==> src/rtl/core/ladder_keypad_click_hold_defines.svh <==
// Assertion macros for the ladder keypad decoder.
// Expects clk_i and rst_ni in the scope where the macros are used.
`ifndef LADDER_KEYPAD_CLICK_HOLD_DEFINES_SVH
`define LADDER_KEYPAD_CLICK_HOLD_DEFINES_SVH

// same-cycle implication
`define LKCH_ASSERT_NOW(lbl, ante, cons, msg) \
  lbl: assert property (@(posedge clk_i) disable iff (!rst_ni) (ante) |-> (cons)) \
    else $error(msg);

// next-cycle implication
`define LKCH_ASSERT_NEXT(lbl, ante, cons, msg) \
  lbl: assert property (@(posedge clk_i) disable iff (!rst_ni) (ante) |=> (cons)) \
    else $error(msg);

`endif

==> src/rtl/core/lkch_pkg.sv <==
// Shared types and constants for the ladder keypad decoder.
// No dependencies.
package lkch_pkg;

  localparam int unsigned ADC_BITS_DEF = 10;
  localparam int unsigned SAMPLE_W     = 10;
  localparam int unsigned LEVEL_W      = 10;
  localparam int unsigned OFFSET_W     = 9;
  localparam int unsigned DELAY_W      = 16;
  localparam int unsigned PHASE_W      = 8;
  localparam int unsigned TIME_W       = 32;
  localparam int unsigned BTN_W        = 3;
  localparam int unsigned NUM_LEVELS   = 4;
  localparam int unsigned NUM_LANES    = 2;
  localparam int unsigned CFG_IDX_W    = 3;
  localparam int unsigned CFG_DATA_W   = 16;

  localparam logic [BTN_W-1:0] BTN_NONE = '0;

  typedef enum logic [CFG_IDX_W-1:0] {
    CFG_HOLD_DELAY   = 3'd0,
    CFG_REPEAT_IVAL  = 3'd1,
    CFG_WIN_OFFSET   = 3'd2,
    CFG_LEVEL_ONE    = 3'd3,
    CFG_LEVEL_TWO    = 3'd4,
    CFG_LEVEL_THREE  = 3'd5,
    CFG_LEVEL_FOUR   = 3'd6
  } cfg_idx_e;

  localparam logic [DELAY_W-1:0]  RST_HOLD_DELAY  = 16'd1000;
  localparam logic [PHASE_W-1:0]  RST_REPEAT_IVAL = 8'd4;
  localparam logic [OFFSET_W-1:0] RST_WIN_OFFSET  = 9'd50;
  localparam logic [NUM_LEVELS-1:0][LEVEL_W-1:0] RST_LEVELS =
    {10'd502, 10'd351, 10'd150, 10'd0};

  typedef struct packed {
    logic [DELAY_W-1:0]                   hold_delay_ms;
    logic [PHASE_W-1:0]                   repeat_interval;
    logic [OFFSET_W-1:0]                  window_offset;
    logic [NUM_LEVELS-1:0][LEVEL_W-1:0]   levels;
  } cfg_t;

endpackage

==> src/rtl/core/lkch_if.sv <==
// Handshake channel interfaces: poll input, event output, register writes.
// Depends on lkch_pkg.
interface lkch_in_if;
  import lkch_pkg::*;
  logic                valid;
  logic                ready;
  logic [SAMPLE_W-1:0] sample_first;
  logic [SAMPLE_W-1:0] sample_second;
  logic [TIME_W-1:0]   now_ms;
  modport source (output valid, sample_first, sample_second, now_ms, input ready);
  modport sink   (input valid, sample_first, sample_second, now_ms, output ready);
endinterface

interface lkch_out_if;
  import lkch_pkg::*;
  logic             valid;
  logic             ready;
  logic [BTN_W-1:0] button_event;
  modport source (output valid, button_event, input ready);
  modport sink   (input valid, button_event, output ready);
endinterface

interface lkch_cfg_if;
  import lkch_pkg::*;
  logic                  valid;
  logic                  ready;
  logic [CFG_IDX_W-1:0]  index;
  logic [CFG_DATA_W-1:0] data;
  modport source (output valid, index, data, input ready);
  modport sink   (input valid, index, data, output ready);
endinterface

==> src/rtl/core/lkch_lane.sv <==
// One classifier lane: matches a sample against the four level windows.
// Depends on lkch_pkg.
module lkch_lane #(
  parameter int unsigned AdcBits = lkch_pkg::ADC_BITS_DEF
) (
  input  lkch_pkg::cfg_t                   cfg_i,
  input  logic [lkch_pkg::SAMPLE_W-1:0]    sample_i,
  output logic [lkch_pkg::BTN_W-1:0]       button_o
);
  import lkch_pkg::*;

  localparam int unsigned CmpW = ((AdcBits > LEVEL_W) ? AdcBits : LEVEL_W) + 2;
  localparam logic [CmpW-1:0] AdcMax = CmpW'((1 << AdcBits) - 1);

  logic [CmpW-1:0]       smp;
  logic [CmpW-1:0]       ofs;
  logic [NUM_LEVELS-1:0] hit;

  assign smp = CmpW'(sample_i) & AdcMax;
  assign ofs = CmpW'(cfg_i.window_offset);

  always_comb begin
    logic [CmpW-1:0] lvl;
    logic            lo_ok;
    logic            hi_ok;
    for (int i = 0; i < NUM_LEVELS; i++) begin
      lvl    = CmpW'(cfg_i.levels[i]);
      lo_ok  = (lvl <= ofs) || ((smp + ofs) > lvl);
      hi_ok  = ((lvl + ofs) >= AdcMax) || (smp < (lvl + ofs));
      hit[i] = lo_ok && hi_ok;
    end
  end

  // first window in order wins
  always_comb begin
    button_o = BTN_NONE;
    for (int i = NUM_LEVELS - 1; i >= 0; i--) begin
      if (hit[i]) begin
        button_o = BTN_W'(i + 1);
      end
    end
  end

endmodule

==> src/rtl/core/lkch_tracker.sv <==
// Merges the lane results and tracks press, release and hold repeat state.
// Also re-reduces the repeat phase after the interval register changes.
// Depends on lkch_pkg.
module lkch_tracker (
  input  logic                                      clk_i,
  input  logic                                      rst_ni,
  input  lkch_pkg::cfg_t                            cfg_i,
  input  logic                                      ival_wr_i,
  input  logic                                      accept_i,
  input  logic [lkch_pkg::NUM_LANES-1:0][lkch_pkg::BTN_W-1:0] lane_btn_i,
  input  logic [lkch_pkg::TIME_W-1:0]               now_i,
  output logic [lkch_pkg::BTN_W-1:0]                event_o,
  output logic                                      busy_o
);
  import lkch_pkg::*;

  localparam int unsigned CntW = $clog2(PHASE_W);

  logic [BTN_W-1:0]   last_q, last_d;
  logic [TIME_W-1:0]  start_q, start_d;
  logic               timing_q, timing_d;
  logic               hold_q, hold_d;
  logic [PHASE_W-1:0] phase_q, phase_d;
  // phase reduced modulo the current interval
  logic [PHASE_W-1:0] red_q, red_d;

  logic               busy_q;
  logic [CntW-1:0]    cnt_q;
  logic [PHASE_W-1:0] rem_q;

  logic [BTN_W-1:0]   button;
  logic [TIME_W-1:0]  elapsed;
  logic               held;
  logic [PHASE_W-1:0] ival;
  logic [PHASE_W:0]   ph_inc;
  logic [PHASE_W-1:0] ph_next;
  logic [PHASE_W:0]   rem_sh;
  logic [PHASE_W:0]   rem_nx;

  assign button  = (lane_btn_i[0] == lane_btn_i[1]) ? lane_btn_i[0] : BTN_NONE;
  assign elapsed = now_i - start_q;
  assign held    = timing_q && (elapsed > TIME_W'(cfg_i.hold_delay_ms));
  assign ival    = (cfg_i.repeat_interval == '0) ? PHASE_W'(1) : cfg_i.repeat_interval;
  assign ph_inc  = {1'b0, red_q} + (PHASE_W+1)'(1);
  assign ph_next = (ph_inc >= {1'b0, ival}) ? '0 : ph_inc[PHASE_W-1:0];

  // restoring remainder, one phase bit per cycle
  assign rem_sh = {rem_q, phase_q[cnt_q]};
  assign rem_nx = (rem_sh >= {1'b0, ival}) ? (rem_sh - {1'b0, ival}) : rem_sh;

  always_comb begin
    last_d   = last_q;
    start_d  = start_q;
    timing_d = timing_q;
    hold_d   = hold_q;
    phase_d  = phase_q;
    red_d    = red_q;
    event_o  = BTN_NONE;
    priority if (button == BTN_NONE && last_q != BTN_NONE) begin
      event_o  = hold_q ? BTN_NONE : last_q;
      last_d   = BTN_NONE;
      start_d  = '0;
      timing_d = 1'b0;
      hold_d   = 1'b0;
      phase_d  = '0;
      red_d    = '0;
    end else if (button != BTN_NONE) begin
      if (held) begin
        hold_d  = 1'b1;
        phase_d = ph_next;
        red_d   = ph_next;
        if (red_q == '0) begin
          event_o = button;
        end else begin
          last_d = button;
        end
      end else begin
        if (!timing_q) begin
          start_d  = now_i;
          timing_d = 1'b1;
        end
        last_d = button;
      end
    end else begin
      last_d = button;
    end
  end

  always_ff @(posedge clk_i or negedge rst_ni) begin
    if (!rst_ni) begin
      last_q   <= BTN_NONE;
      start_q  <= '0;
      timing_q <= 1'b0;
      hold_q   <= 1'b0;
      phase_q  <= '0;
      red_q    <= '0;
      busy_q   <= 1'b0;
      cnt_q    <= '0;
      rem_q    <= '0;
    end else begin
      priority if (ival_wr_i) begin
        busy_q <= 1'b1;
        cnt_q  <= CntW'(PHASE_W - 1);
        rem_q  <= '0;
      end else if (busy_q) begin
        rem_q <= rem_nx[PHASE_W-1:0];
        cnt_q <= cnt_q - CntW'(1);
        if (cnt_q == '0) begin
          red_q  <= rem_nx[PHASE_W-1:0];
          busy_q <= 1'b0;
        end
      end else if (accept_i) begin
        last_q   <= last_d;
        start_q  <= start_d;
        timing_q <= timing_d;
        hold_q   <= hold_d;
        phase_q  <= phase_d;
        red_q    <= red_d;
      end
    end
  end

  assign busy_o = busy_q;

endmodule

==> src/rtl/core/ladder_keypad_click_hold.sv <==
// Ladder keypad click/hold decoder, top level: register file, two classifier lanes,
// tracker and a two-entry output buffer. A poll's event is registered into the output
// register, or the skid entry if it is full. Throughput: one poll per cycle while the
// skid entry is empty and no re-reduction runs; a repeat_interval write stalls input
// in its own cycle and during the phase re-reduction after it. Reset (rst_ni, async,
// active low) restores register defaults, clears all key state and the output buffer.
`include "ladder_keypad_click_hold_defines.svh"

module ladder_keypad_click_hold #(
  parameter int unsigned AdcBits = lkch_pkg::ADC_BITS_DEF
) (
  input  logic        clk_i,
  input  logic        rst_ni,
  lkch_in_if.sink     in_i,
  lkch_cfg_if.sink    cfg_i,
  lkch_out_if.source  out_o
);
  import lkch_pkg::*;

  cfg_t cfg_q;
  logic ival_wr;
  logic busy;
  logic accept;

  logic [NUM_LANES-1:0][SAMPLE_W-1:0] samples;
  logic [NUM_LANES-1:0][BTN_W-1:0]    lane_btn;
  logic [BTN_W-1:0]                   event_new;

  logic             o_valid_q, s_valid_q;
  logic [BTN_W-1:0] o_data_q, s_data_q;
  logic             pop;

  // register writes
  assign cfg_i.ready = 1'b1;
  assign ival_wr = cfg_i.valid && (cfg_idx_e'(cfg_i.index) == CFG_REPEAT_IVAL);

  always_ff @(posedge clk_i or negedge rst_ni) begin
    if (!rst_ni) begin
      cfg_q.hold_delay_ms   <= RST_HOLD_DELAY;
      cfg_q.repeat_interval <= RST_REPEAT_IVAL;
      cfg_q.window_offset   <= RST_WIN_OFFSET;
      cfg_q.levels          <= RST_LEVELS;
    end else if (cfg_i.valid) begin
      unique case (cfg_idx_e'(cfg_i.index))
        CFG_HOLD_DELAY:  cfg_q.hold_delay_ms   <= cfg_i.data[DELAY_W-1:0];
        CFG_REPEAT_IVAL: cfg_q.repeat_interval <= cfg_i.data[PHASE_W-1:0];
        CFG_WIN_OFFSET:  cfg_q.window_offset   <= cfg_i.data[OFFSET_W-1:0];
        CFG_LEVEL_ONE:   cfg_q.levels[0]       <= cfg_i.data[LEVEL_W-1:0];
        CFG_LEVEL_TWO:   cfg_q.levels[1]       <= cfg_i.data[LEVEL_W-1:0];
        CFG_LEVEL_THREE: cfg_q.levels[2]       <= cfg_i.data[LEVEL_W-1:0];
        CFG_LEVEL_FOUR:  cfg_q.levels[3]       <= cfg_i.data[LEVEL_W-1:0];
        default: ;
      endcase
    end
  end

  // classifier lanes
  assign samples[0] = in_i.sample_first;
  assign samples[1] = in_i.sample_second;

  for (genvar g = 0; g < NUM_LANES; g++) begin : g_lane
    lkch_lane #(
      .AdcBits (AdcBits)
    ) u_lane (
      .cfg_i    (cfg_q),
      .sample_i (samples[g]),
      .button_o (lane_btn[g])
    );
  end

  assign in_i.ready = !s_valid_q && !busy && !ival_wr;
  assign accept     = in_i.valid && in_i.ready;

  lkch_tracker u_tracker (
    .clk_i      (clk_i),
    .rst_ni     (rst_ni),
    .cfg_i      (cfg_q),
    .ival_wr_i  (ival_wr),
    .accept_i   (accept),
    .lane_btn_i (lane_btn),
    .now_i      (in_i.now_ms),
    .event_o    (event_new),
    .busy_o     (busy)
  );

  // output register plus skid entry
  assign pop = o_valid_q && out_o.ready;

  always_ff @(posedge clk_i or negedge rst_ni) begin
    if (!rst_ni) begin
      o_valid_q <= 1'b0;
      s_valid_q <= 1'b0;
    end else begin
      if (pop) begin
        if (s_valid_q) begin
          s_valid_q <= 1'b0;
        end else begin
          o_valid_q <= accept;
        end
      end else if (accept) begin
        if (!o_valid_q) begin
          o_valid_q <= 1'b1;
        end else begin
          s_valid_q <= 1'b1;
        end
      end
    end
  end

  always_ff @(posedge clk_i) begin
    if (pop && s_valid_q) begin
      o_data_q <= s_data_q;
    end else if (accept && (pop || !o_valid_q)) begin
      o_data_q <= event_new;
    end
    if (accept && o_valid_q && !pop) begin
      s_data_q <= event_new;
    end
  end

  assign out_o.valid        = o_valid_q;
  assign out_o.button_event = o_data_q;

  `LKCH_ASSERT_NOW(a_skid_behind_out, s_valid_q, o_valid_q, "skid entry without output entry")
  `LKCH_ASSERT_NEXT(a_poll_gives_event, accept, o_valid_q, "accepted poll left no event")
  `LKCH_ASSERT_NOW(a_no_poll_when_busy, busy, !accept, "poll taken during phase reduction")

endmodule
==> src/flat_wrapper.sv <==
// flat-port wrapper written by rule: the top's interface ports become plain ports
module ladder_keypad_click_hold_flat import lkch_pkg::*;
#(
  parameter int unsigned AdcBits = lkch_pkg::ADC_BITS_DEF
)
  (clk_i, rst_ni, in_i_valid, in_i_sample_first, in_i_sample_second, in_i_now_ms, in_i_ready, cfg_i_valid, cfg_i_index, cfg_i_data, cfg_i_ready, out_o_valid, out_o_button_event, out_o_ready);
  lkch_in_if in_i_i ();
  lkch_cfg_if cfg_i_i ();
  lkch_out_if out_o_i ();
  input  logic clk_i;
  input  logic rst_ni;
  input wire logic [$bits(in_i_i.valid)-1:0] in_i_valid;
  input wire logic [$bits(in_i_i.sample_first)-1:0] in_i_sample_first;
  input wire logic [$bits(in_i_i.sample_second)-1:0] in_i_sample_second;
  input wire logic [$bits(in_i_i.now_ms)-1:0] in_i_now_ms;
  output wire logic [$bits(in_i_i.ready)-1:0] in_i_ready;
  input wire logic [$bits(cfg_i_i.valid)-1:0] cfg_i_valid;
  input wire logic [$bits(cfg_i_i.index)-1:0] cfg_i_index;
  input wire logic [$bits(cfg_i_i.data)-1:0] cfg_i_data;
  output wire logic [$bits(cfg_i_i.ready)-1:0] cfg_i_ready;
  output wire logic [$bits(out_o_i.valid)-1:0] out_o_valid;
  output wire logic [$bits(out_o_i.button_event)-1:0] out_o_button_event;
  input wire logic [$bits(out_o_i.ready)-1:0] out_o_ready;
  assign in_i_i.valid = in_i_valid;
  assign in_i_i.sample_first = in_i_sample_first;
  assign in_i_i.sample_second = in_i_sample_second;
  assign in_i_i.now_ms = in_i_now_ms;
  assign in_i_ready = in_i_i.ready;
  assign cfg_i_i.valid = cfg_i_valid;
  assign cfg_i_i.index = cfg_i_index;
  assign cfg_i_i.data = cfg_i_data;
  assign cfg_i_ready = cfg_i_i.ready;
  assign out_o_valid = out_o_i.valid;
  assign out_o_button_event = out_o_i.button_event;
  assign out_o_i.ready = out_o_ready;
  ladder_keypad_click_hold #(.AdcBits(AdcBits)) u_core (.clk_i(clk_i), .rst_ni(rst_ni), .in_i(in_i_i), .cfg_i(cfg_i_i), .out_o(out_o_i));
endmodule
==> config.mk <==
export PLATFORM = sky130hd
export DESIGN_NAME = ladder_keypad_click_hold_flat
export DESIGN_NICKNAME = d
export VERILOG_FILES = /design/src/rtl/core/lkch_pkg.sv /design/src/rtl/core/lkch_if.sv /design/src/rtl/core/lkch_lane.sv /design/src/rtl/core/lkch_tracker.sv /design/src/rtl/core/ladder_keypad_click_hold.sv /design/src/flat_wrapper.sv
export VERILOG_INCLUDE_DIRS = /design/src /design/src/rtl/core
export SDC_FILE = /design/constraint.sdc
export NUM_CORES = 1
export LEC_CHECK = 0
export BUFFER_PORTS_ARGS = -buffer_cell sky130_fd_sc_hd__clkbuf_2
export CAP_MARGIN = 25
export CORE_ASPECT_RATIO = 0.9
export CORE_MARGIN = 8
export CORE_UTILIZATION = 57
export CTS_CLUSTER_SIZE = 16
export DETAILED_ROUTE_END_ITERATION = 10
export MAX_ROUTING_LAYER = met4
export PLACE_DENSITY = 0.75
export SLEW_MARGIN = 15
export SYNTH_ARGS = -nofsm -noshare
export SYNTH_HDL_FRONTEND = slang
export SYNTH_HIERARCHICAL = 1
export SYNTH_SLANG_ARGS = --single-unit
==> constraint.sdc <==
create_clock -name clk_i -period 8.8 [get_ports clk_i]
set_input_delay 0 -clock clk_i [delete_from_list [all_inputs] [get_ports clk_i]]
set_output_delay 0 -clock clk_i [all_outputs]
set_load 0.01 [all_outputs]
==> flow_summary.toml <==
[run_status]
outcome = "finished clean"

[synthesis]
ys.warnings.count = 6
synthesis.nets = 2687
ys_seq_elements = 146
sequential_fraction_of_the_synthesis_area = 0.194
synth_area_per_cell_um2 = 8.62
synth-edff-count = 6
asyncSetResetFlopFracSynth = 0.959
synthesis.instances = 2218
postSynth.topFlopCell = "sky130_fd_sc_hd__dfrtp_1"
netlist-cell-type-count = 104
syn-cell-area_um2 = 19100

[power_and_ir_drop]
power.density_cell_area_nw_per_um2 = 349
switching_power_of_the_nets_w = 0.00377
power_frac_seq = 0.175
combPwrFrac = 0.722
cellInternalPower_w = 0.00355
vdd_ir_drop_max_mv = 0.209
total_power_w = 0.00732
static-leakage-power_nw = 9.98
clock_power_share = 0.103
swShare = 0.515

[worst_setup_path]
startpoint_type = "flop"
critical_path.slowest_cell = "sky130_fd_sc_hd__a311oi_2"
critical_path.reg2reg.startpoint = "u_core/cfg_q[42]"
worst-setup-path-type = "reg -> reg"
path_common_cell = "sky130_fd_sc_hd__a21oi_1"
timing.critical_path.fanout_max = 16
worstReg2RegEnd = "u_core/u_tracker/red_q[4]"
critical_path.max_stage_delay_ns = 0.85
cp.arrival_ns = 8.08
reg2reg_depth = 27
critPathCaptureType = "flop"
worst-r2r-setup-slack_ns = 1.04
required_ns = 9.12

[timing]
totalNegativeSetupSlack_ns = 0
clock.fmax_mhz = 129
timing.clock.skew_ns = 0.0119
slew_violations = 0
relSlewSlack = 0.332
tightest_slew_ns = 1.00
finalCritPeriodShare = 0.882
unrepaired_setup_endpoints_after_global_routing = "false"
period_minus_slack_ns = 7.76
final-setup-viol-count = 0
timing_hold_violations_final = 0

[global_route]
antenna_violations_before_repair = 0
first_pass_grt_wire_length_mm = 95.6
number_of_global_route_vias_before_repair = 17200
grt_usage = 0.311
grt_max_degree = 80
global_route.overflow_total = 0

[finish]
layout-drive-gt1-share = 0.119
layout.cell_area.non_filler_um2 = 21000
layout.filler_cells = 2830
sequential_cell_area_um2 = 3720
final_common_cell = "sky130_fd_sc_hd__ha_1"
areaGrowthSynthToFinish_pct = 9.65
finalNetCount = 2790
antenna_cells = 0
final_cell_count_no_fill = 2756
layout.cells.most_common_list = "sky130_fd_sc_hd__ha_1, sky130_fd_sc_hd__inv_1, sky130_fd_sc_hd__a21oi_1"
multi_input_area_um2 = 14200

[detailed_routing]
route.vias.total = 17800
number_of_nets_still_failing_antenna_checks_after_routing = 0
drt_first_iter_violations = 1596
avgViaCountPerCell = 6.45
drt_pass1_iterations = 6
drt-wirelength-per-cell_um = 22.0
drc_violation_count_after_routing = 0
drt-total-wl_mm = 60.7

[placed_design]
gpl.final_weighted_congestion = 1.03
io_buffer_count = 80
place.detailed.hpwl_mm = 46.1
postPlaceCellArea_um2 = 19900
dp_cells = 2675

[worst_hold_path]
worstHoldStart = "cfg_i_data[6]"
min-delay-path-class = "in -> reg"
hold_path_end = "u_core/cfg_q[46]"
whs_path_depth = 2

[floorplan]
initial_utilization = 0.579
core-area_um2 = 33000
core.rowCount = 63
io_pins = 82
fp.dieArea_um2 = 39700
die_width_um = 209
die-height_um = 190

[clocking]
cts.path.max_buffers = 2
cts_sinks = 146
cts_tree = "built"
clk-insertion-delay-late_ns = 0.44
cts_made_buffers = 17
htree_num_levels = 4
cts.repair_timing.setup_buffer_count = 0
clockRootBuffer = "sky130_fd_sc_hd__clkbuf_16"
clk_transition_reported_paths_ns = 0.06

[job]
drv_cap = 0
==> sequential cells by signal, summed over array words and instances, names as in the netlist <==
name / flops
u_core/u_tracker/timing_q: 1
u_core/cfg_q: 73
u_core/s_data_q: 3
u_core/u_tracker/hold_q: 1
u_core/u_tracker/cnt_q: 3
u_core/out_o.valid: 1
u_core/u_tracker/start_q: 32
u_core/u_tracker/rem_q: 8
u_core/u_tracker/phase_q: 8
u_core/u_tracker/last_q: 3
u_core/u_tracker/busy_o: 1
u_core/out_o.button_event: 3
u_core/s_valid_q: 1
u_core/u_tracker/red_q: 8
==> worst max-delay path by stage <==
| stage | slack (ns) | cells after the start | from | end |
|---|---|---|---|---|
| after floorplan | 2.42 | 30 | u_core/cfg_q[41] | u_core/u_tracker/phase_q[5] |
| after global placement | 1.81 | 27 | u_core/cfg_q[42] | u_core/u_tracker/red_q[4] |
| after detailed placement | 1.34 | 27 | u_core/cfg_q[42] | u_core/u_tracker/red_q[5] |
| after CTS | 1.29 | 27 | u_core/cfg_q[42] | u_core/u_tracker/red_q[5] |
| after global routing | 0.33 | 27 | u_core/cfg_q[42] | u_core/u_tracker/red_q[3] |
| final | 1.04 | 27 | u_core/cfg_q[42] | u_core/u_tracker/red_q[4] |
==> synthesized netlist by cell type, drive strengths merged (8+ instances only) <==
| cell | instances | area share |
|---|---|---|
| a221oi | 12 | 0.0067 |
| o2111ai | 9 | 0.0044 |
| buf | 31 | 0.010 |
| nand2 | 104 | 0.021 |
| fa | 12 | 0.013 |
| mux2i | 9 | 0.0047 |
| nor4 | 12 | 0.0043 |
| clkbuf | 26 | 0.0051 |
| dfstp | 28 | 0.038 |
| nor3 | 48 | 0.014 |
| nand4 | 38 | 0.012 |
| a21o | 55 | 0.022 |
| xor2 | 40 | 0.018 |
| nand3 | 80 | 0.021 |
| o21a | 28 | 0.011 |
| a211o | 12 | 0.0055 |
| mux2 | 85 | 0.050 |
| ha | 381 | 0.25 |
| dfrtp | 112 | 0.15 |
| o21bai | 18 | 0.0071 |
| xnor2 | 53 | 0.024 |
| nor3b | 12 | 0.0047 |
| nor4b | 8 | 0.0044 |
| o21ai | 120 | 0.031 |
| nand2b | 56 | 0.019 |
| nor2b | 31 | 0.010 |
| or3 | 13 | 0.0043 |
| o31ai | 17 | 0.0077 |
| or4 | 18 | 0.0071 |
| inv | 244 | 0.048 |
| a2111oi | 19 | 0.0090 |
| nor2 | 110 | 0.022 |
| a31oi | 9 | 0.0033 |
| o211ai | 20 | 0.0084 |
| a211oi | 36 | 0.014 |
| and3 | 13 | 0.0043 |
| a21oi | 163 | 0.044 |
==> area by class of cell <==
cell class,instances,share of cell area
Clock inverter,10,0.00585
Tap cell,422,0.0252
Timing Repair Buffer,141,0.0479
Sequential cell,146,0.177
Clock buffer,22,0.0232
Multi-Input combinational cell,1771,0.677
Inverter,244,0.0437
==> metrics by stage <==
stage / hold slack, ns / util / worst slack [ns]
finish: 0.0224 / 0.635 / 1.04
floorplan: -0.296 / - / 2.42
CTS: 0.00426 / 0.634 / 1.29
global placement: 0.0255 / 0.601 / 1.81
global route: 0.0117 / 0.635 / 0.335
detailed placement: 0.0379 / 0.601 / 1.34
==> what timing repair did <==
item                                   CTS  global route
endpoints found under the hold margin  135             0
hold buffers                            48             0
resized for setup                        0             0
==> logic make-up (layout without fill, tap and decap cells) <==
group,Yosys count,after routing,synth area share
compound gates,609,609,0.218
xor+xnor,93,93,0.0426
fa+ha+maj,393,393,0.262
buf+inv,301,417,0.0634
flops,146,146,0.194
mux,96,96,0.0571
other cells,1,1,0.000196
simple gates,579,579,0.163
==> layer usage <==
layer | global-route usage | up-vias | wire [um]
li1 | - | 8340 | -
met2 | 0.457 | 775 | 25700
met1 | 0.427 | 8562 | 27900
met3 | 0.0528 | 110 | 4920
met4 | 0.113 | 0 | 2210
met5 | - | - | 0
==> worst max-delay path: cells and delay by family, from the launching register on <==
family | cells | cell delay [ns]
DFF | 1 | 0.64
adders and majority gates | 2 | 0.73
and+or+nand+nor | 6 | 1.10
xor gates and xnor gates | 1 | 0.27
AOI/OAI and AO/OA | 18 | 4.91
==> power groups by stage <==
stage | sequential (W) | clock [W] | combinational [W]
floorplan | 0.00112 | 0 | 0.00391
global placement | 0.00126 | 0 | 0.00491
detailed placement | 0.00127 | 0 | 0.00510
CTS | 0.00126 | 0.000765 | 0.00516
global route | 0.00130 | 0.000793 | 0.00586
finish | 0.00128 | 0.000754 | 0.00528
(Power assumes the default switching activity.)
